### config.mk
export PLATFORM = sky130hd
export DESIGN_NAME = vnt_tap
export DESIGN_NICKNAME = d
export VERILOG_FILES = /design/src/vnt_pkg.sv /design/src/vnt_tap.sv
export SDC_FILE = /design/constraint.sdc
export NUM_CORES = 1
export LEC_CHECK = 0
export BUFFER_PORTS_ARGS = -buffer_cell sky130_fd_sc_hd__buf_2
export CORE_ASPECT_RATIO = 0.6
export CORE_MARGIN = 10
export CORE_UTILIZATION = 34
export DETAILED_ROUTE_END_ITERATION = 6
export SYNTH_ARGS = -nofsm -noshare
export SYNTH_HDL_FRONTEND = slang
export SYNTH_SLANG_ARGS = --single-unit
export TNS_END_PERCENT = 100
### constraint.sdc
create_clock -name vclk -period 21.1
set_input_delay 4.22 -clock vclk [all_inputs]
set_output_delay 4.22 -clock vclk [all_outputs]
set_load 0.01 [all_outputs]
### src/vnt_pkg.sv
// vnt_pkg: shared types, constants and helpers of the value noise turbulence engine
// used by vnt_tap, value_noise_turbulence_top, noise_checker and tb_top; no dependencies

package vnt_pkg;

    localparam int TABLE_ENTRIES  = 4096;
    localparam int ADDR_BITS      = $clog2(TABLE_ENTRIES);
    localparam int VALUE_BITS     = 16;
    localparam int MAX_DEPTH_LOG2 = 7;
    localparam int DEPTH_BITS     = 3;
    localparam int DIM_LOG2_MAX   = 6;
    localparam int DIM_BITS       = 3;
    localparam int COORD_BITS     = 16;
    localparam int CFG_DATA_BITS  = 3;
    localparam int CFG_INDEX_BITS = 2;
    localparam int OUT_BITS       = 16;

    // one side of a cell at the largest octave, and the bilinear weight area
    localparam int SIDE_BITS   = MAX_DEPTH_LOG2 + 1;
    localparam int FRAC_BITS   = MAX_DEPTH_LOG2;
    localparam int WEIGHT_BITS = 2 * MAX_DEPTH_LOG2 + 1;
    localparam int PROD_BITS   = WEIGHT_BITS + VALUE_BITS;
    localparam int ACC_BITS    = VALUE_BITS + 2 * MAX_DEPTH_LOG2 + 2;
    localparam int FSHIFT_BITS = $clog2(2 * MAX_DEPTH_LOG2 + 2);

    typedef enum logic [1:0] {
        MODE_BASE     = 2'd0,
        MODE_SMOOTH   = 2'd1,
        MODE_TURB     = 2'd2,
        MODE_TURB_RAW = 2'd3
    } mode_t;

    typedef enum logic [CFG_INDEX_BITS-1:0] {
        CFG_MODE         = 2'd0,
        CFG_DEPTH_LOG2   = 2'd1,
        CFG_WIDTH_LOG2   = 2'd2,
        CFG_HEIGHT_LOG2  = 2'd3
    } cfg_idx_t;

    typedef enum logic [1:0] {
        ST_IDLE   = 2'd0,
        ST_RUN    = 2'd1,
        ST_DRAIN  = 2'd2,
        ST_FINISH = 2'd3
    } state_t;

    localparam logic OP_LOAD  = 1'b0;
    localparam logic OP_QUERY = 1'b1;

    // one table read of the sequencer: address, bilinear weight, octave shift
    typedef struct packed {
        logic [ADDR_BITS-1:0]   addr;
        logic [WEIGHT_BITS-1:0] weight;
        logic [DEPTH_BITS-1:0]  shift;
    } tap_t;

    function automatic logic [DIM_BITS-1:0] dim_sat(input logic [DIM_BITS-1:0] v);
        logic [DIM_BITS-1:0] r;
        r = (v > DIM_BITS'(DIM_LOG2_MAX)) ? DIM_BITS'(DIM_LOG2_MAX) : v;
        return r;
    endfunction

    function automatic logic [DEPTH_BITS-1:0] depth_sat(input logic [DEPTH_BITS-1:0] v);
        logic [DEPTH_BITS-1:0] r;
        r = (32'(v) > MAX_DEPTH_LOG2) ? DEPTH_BITS'(MAX_DEPTH_LOG2) : v;
        return r;
    endfunction

endpackage

### src/vnt_tap.sv
// vnt_tap: table address and bilinear weight for one corner of one octave
// depends on vnt_pkg

module vnt_tap (
    input  vnt_pkg::mode_t                    mode,
    input  logic [vnt_pkg::DEPTH_BITS-1:0]    depth,
    input  logic [vnt_pkg::DIM_BITS-1:0]      width_log2,
    input  logic [vnt_pkg::DIM_BITS-1:0]      height_log2,
    input  logic [vnt_pkg::DEPTH_BITS-1:0]    octave,
    input  logic [1:0]                        corner,
    input  logic [vnt_pkg::COORD_BITS-1:0]    coord_x,
    input  logic [vnt_pkg::COORD_BITS-1:0]    coord_y,
    output vnt_pkg::tap_t                     tap
);

    localparam int DM = vnt_pkg::DIM_LOG2_MAX;

    logic                             smooth;
    logic [vnt_pkg::DIM_BITS-1:0]     wl;
    logic [vnt_pkg::DIM_BITS-1:0]     hl;
    logic [vnt_pkg::COORD_BITS-1:0]   a;
    logic [vnt_pkg::COORD_BITS-1:0]   b;
    logic [vnt_pkg::COORD_BITS-1:0]   ax;
    logic [vnt_pkg::COORD_BITS-1:0]   by;
    logic [vnt_pkg::COORD_BITS-1:0]   fmask;
    logic [vnt_pkg::COORD_BITS-1:0]   fx_full;
    logic [vnt_pkg::COORD_BITS-1:0]   fy_full;
    logic [vnt_pkg::SIDE_BITS-1:0]    side;
    logic [vnt_pkg::SIDE_BITS-1:0]    fx;
    logic [vnt_pkg::SIDE_BITS-1:0]    fy;
    logic [vnt_pkg::SIDE_BITS-1:0]    wx;
    logic [vnt_pkg::SIDE_BITS-1:0]    wy;
    logic [2*vnt_pkg::SIDE_BITS-1:0]  area;
    logic [DM:0]                      wmask;
    logic [DM:0]                      hmask;
    logic [DM-1:0]                    xa;
    logic [DM-1:0]                    yb;

    always_comb
    begin
        smooth = (mode == vnt_pkg::MODE_SMOOTH) || (mode == vnt_pkg::MODE_TURB);
        wl     = vnt_pkg::dim_sat(width_log2);
        hl     = vnt_pkg::dim_sat(height_log2);

        a       = coord_x >> octave;
        b       = coord_y >> octave;
        fmask   = (vnt_pkg::COORD_BITS'(1) << octave) - vnt_pkg::COORD_BITS'(1);
        fx_full = coord_x & fmask;
        fy_full = coord_y & fmask;
        fx      = {1'b0, fx_full[vnt_pkg::FRAC_BITS-1:0]};
        fy      = {1'b0, fy_full[vnt_pkg::FRAC_BITS-1:0]};
        side    = vnt_pkg::SIDE_BITS'(1) << octave;

        // in the smoothed modes, corner bit 1 steps one cell left, bit 0 one cell up
        wx   = corner[1] ? (side - fx) : fx;
        wy   = corner[0] ? (side - fy) : fy;
        area = wx * wy;

        ax = (smooth && corner[1]) ? (a - vnt_pkg::COORD_BITS'(1)) : a;
        by = (smooth && corner[0]) ? (b - vnt_pkg::COORD_BITS'(1)) : b;

        wmask = ((DM+1)'(1) << wl) - (DM+1)'(1);
        hmask = ((DM+1)'(1) << hl) - (DM+1)'(1);
        xa    = ax[DM-1:0] & wmask[DM-1:0];
        yb    = by[DM-1:0] & hmask[DM-1:0];

        tap.addr = vnt_pkg::ADDR_BITS'(xa)
                 | (vnt_pkg::ADDR_BITS'(yb) << wl);

        if (smooth)
        begin
            tap.weight = area[vnt_pkg::WEIGHT_BITS-1:0];
        end
        else
        begin
            tap.weight = vnt_pkg::WEIGHT_BITS'(1) << octave;
        end

        tap.shift = (mode == vnt_pkg::MODE_TURB) ? (depth - octave)
                                                 : vnt_pkg::DEPTH_BITS'(0);
    end

endmodule

======== Yosys cells after proc, flatten, opt, wreduce, memory -nomap -nowiden ========
Cells that the tools add are included.
word-level totals
  flip-flop bits (word level) ............. 0
  latch bits .............................. 0
  RAM bits ................................ 0
  memory bits (read-only) ................. 0
  bits of input ports ..................... 48
  memories ................................ 0
cells by class
  $add $sub $neg .......................... 8
  $mul .................................... 1
  divide/modulo/power cells ............... 0
  $lt $le $gt $ge ......................... 2
  equality and inequality tests ........... 2
  shift-type cells ........................ 8
  muxes and demuxes ....................... 8
  bitwise logic cells ..................... 5
  reductions and logical operators ........ 3
operators with widths
  operator                                           count
  >> shifter 16 x 3 -> 6 bit                         2
  two-way mux 8 bit                                  2
  subtractor 8 x 7 -> 8 bit                          2
  multiplier 8 x 8 -> 15 bit                         1
  two-way mux 15 bit                                 1
  left shift 1 x 3 -> 15 bit (first input constant)  1
  AND 7 bit                                          2
  AND 6 bit                                          2
  two-way mux 6 bit                                  2
  bitwise OR 6 x 12 -> 12 bit                        1
  left shift 1 x 3 -> 6 bit (first input constant)   2
  left shift 6 x 3 -> 12 bit                         1
  subtractor 6 x 1 -> 6 bit (second input constant)  2
  subtractor 6 x 2 -> 6 bit (second input constant)  2
  two-way mux 3 bit                                  3
  left shift 1 x 3 -> 8 bit (first input constant)   1
  left shift 1 x 3 -> 7 bit (first input constant)   1
  subtractor 7 x 2 -> 7 bit (second input constant)  1
  > comparator 3 bit (second input constant)         2
  subtractor 3 bit                                   1
  == test 2 x 1 -> 1 bit (second input constant)     1
  == test 2 bit (second input constant)              1
  logical AND 1 bit                                  2
  logical OR 1 bit                                   1

======== Logic depth before layout (Yosys ltp) ========
  depth after elaboration ................. 7
  depth in mapped cells ................... 33

======== Worst setup path before layout ========
Ideal clock, no wire load.
  kind .................................... in2out
  start ................................... input port octave[2] (netlist name)
  end ..................................... output port tap[17] (netlist name)
  arrival time ............................ 11.217 ns
  data required time ...................... 16.880 ns
  setup slack ............................. 5.663 ns
  stages on the path ...................... 31
  path buffers ............................ 6
  cell sequence ........................... buf_2 buf_2 buf_2 buf_2 nor3_1 inv_1 ha_1 clkbuf_1 clkbuf_1 o21ai_0 nand2_1 ha_1 a21o_1 a41oi_1 xnor2_1 nand2_1 or2_2 fa_1 fa_1 inv_1 fa_1 inv_1 fa_1 inv_1 ha_1 or3_1 o211ai_1 a31oi_1 xnor2_1 nor2b_1 mux2_2
RTL lines
  item         line           source
  from (decl)  vnt_tap.sv:9   input logic [vnt_pkg::DEPTH_BITS-1:0] octave,
  to (decl)    vnt_tap.sv:13  output vnt_pkg::tap_t tap

==> results.ini <==
[timing]
slew_violations=0
max_slew_margin_pct=40.9
rsz0062_at_grt=false
tns_ns=0
tightest_slew_ns=0.886
setup_viol=0
period_share_pct=76.5
hold_viol=0
fmax_mhz=62.0
layout_min_cycle_time_ns=16.14

[synthesis]
yosysUniqueCellTypes=68
synth_cells=643
synthesis.area_mm2=0.00472
avgSynthCellArea_um2=7.35
ys_seq_area_share_pct=0
synth_warnings=0
synth_nets=772

[clock_network]
cts_resized=0
hold_buffers=0
cts_setup_buffers=0

[hold_path]
min_path_type=in -> out
min_from=width_log2[2]

[layout]
nFillCells=1483
finish.instance_area_mm2=0.00516
layout_common_cells=86 x nor2_1, 72 x buf_2, 69 x inv_1, 53 x nand2_1, 45 x ha_1
numSequentialCells=0
antenna_cells=0
final_common_cell=nor2_1
regArea_um2=0
final_util_pct=37.9
drive_gt1_share_pct=20.2
multi_input_area_mm2=0.00429
nets=818
clkbuf_count=0
area_growth_pct=9.25

[setup_path]
critical_path.startpoint=octave[1]
criticalPathCategory=in -> out
slowest_delay_ns=0.70
required_ns=16.88
end_kind=primary output
critPathLaunchType=primary input
crit_path_max_fanout=49
critPathArrivalTime_ns=11.92
cp_slowest_cell=ha_1

[global_route]
grt_overflow=0
grt_pass1_wl_um=22200
grt_pass1_vias=4236
grt_max_degree=50
grtUsageTotal_pct=13.6
antenna_found_initial=1

[route]
drt_wl_total_um=13400
ant_nets=0
post-route-drc-count=0
dr.pass1.iters=5
route.vias.total=4579
drt_iter0_drc=357
avgRoutedWirePerCell_um=15.6
routed_via_density=5.31

[placement]
gp_congestion=0.868
dp.final_hpwl_um=11100
io_buffers=72
place_area_mm2=0.00516

[floorplanning]
die_w_um=172
die_h_um=111
num_rows=33
start_util_pct=34.7
core_mm2=0.0136
die-area_mm2=0.0192
ios=78

[pwr]
ir_drop_uv=27.5
leakage_nw=2.49
total_power_mw=0.280
power_density_mw_per_mm2=54.3

[job]
drv_cap=0

[status]
outcome=complete, no violations

-- per-layer routing --
metal / wire [um] / GRT usage, %
met3: 960 / 1.03
met2: 5080 / 18.5
met4: 2 / 0
met1: 7360 / 22.9
met5: 11 / 0
-- synth_stat cells (4+ instances only) --
master / number / area share, %
nor2_1: 86 / 6.8
inv_1: 69 / 5.5
nand2_1: 53 / 4.2
ha_1: 45 / 12
a21oi_1: 44 / 4.7
fa_1: 36 / 15
or2_2: 26 / 3.4
o21ai_0: 25 / 2.6
mux2i_1: 24 / 5.1
xnor2_1: 19 / 3.5
nor3_1: 15 / 1.6
clkbuf_1: 14 / 1.1
mux2_2: 14 / 3.3
nand3_1: 11 / 1.2
mux4_2: 9 / 4.3
nand2b_1: 9 / 1.2
nor2b_1: 9 / 1.2
xor2_1: 9 / 1.7
a31oi_1: 8 / 1.1
buf_2: 8 / 0.85
a211oi_1: 7 / 1.1
a21o_1: 7 / 1.1
and3_1: 6 / 0.79
o21a_1: 6 / 0.95
a22oi_1: 4 / 0.64
buf_6: 4 / 0.95
nand4_1: 4 / 0.53
-- power breakdown --
part	total, mW	switching, mW	leakage [nW]	internal [mW]
registers	0	0	0	0
clock network	0	0	0	0
logic	0.280	0.161	2.49	0.118
-- logic make-up (layout without fill, tap and decap cells) --
kind of cell	after synthesis	count (layout)	synth area share, %
AOI/OAI and AO/OA	136	136	18.3
xor gates and xnor gates	28	28	5.19
adders and majority gates	81	81	27.2
buffers and inverters	102	146	9.14
muxes	52	52	15.2
and+or+nand+nor	244	244	25.0
-- worst max-delay path, delay by kind of cell --
kind                     cells  cell delay, ns
AND/OR/NAND/NOR              6            1.42
AO/OA/AOI/OAI                6            1.24
multiplexers                 1            0.28
adder cells (fa/ha/maj)      7            3.40
buffers and inverters        7            1.00
XOR/XNOR                     2            0.33
-- metrics by stage --
step / hold WS (ns) / std cells / worst slack, ns
floorplan: 8.55 / 643 / 5.66
global placement: 8.88 / 862 / 5.01
detailed placement: 8.88 / 862 / 5.05
CTS: 8.89 / 862 / 5.01
global route: 8.91 / 862 / 4.48
finish: 8.89 / 862 / 4.96
-- final cells by class --
cell class / instances / area share [%]
inverters: 71 / 5.16
multi-input cells: 541 / 83.2
well taps: 175 / 4.24
repair buffers: 75 / 7.42
-- final timing paths --
kind	slack, ns	cells after the start	endpoint
max	4.96	29	tap[17]
min	8.89	4	tap[21]
Power figures use the tool's default switching activity.
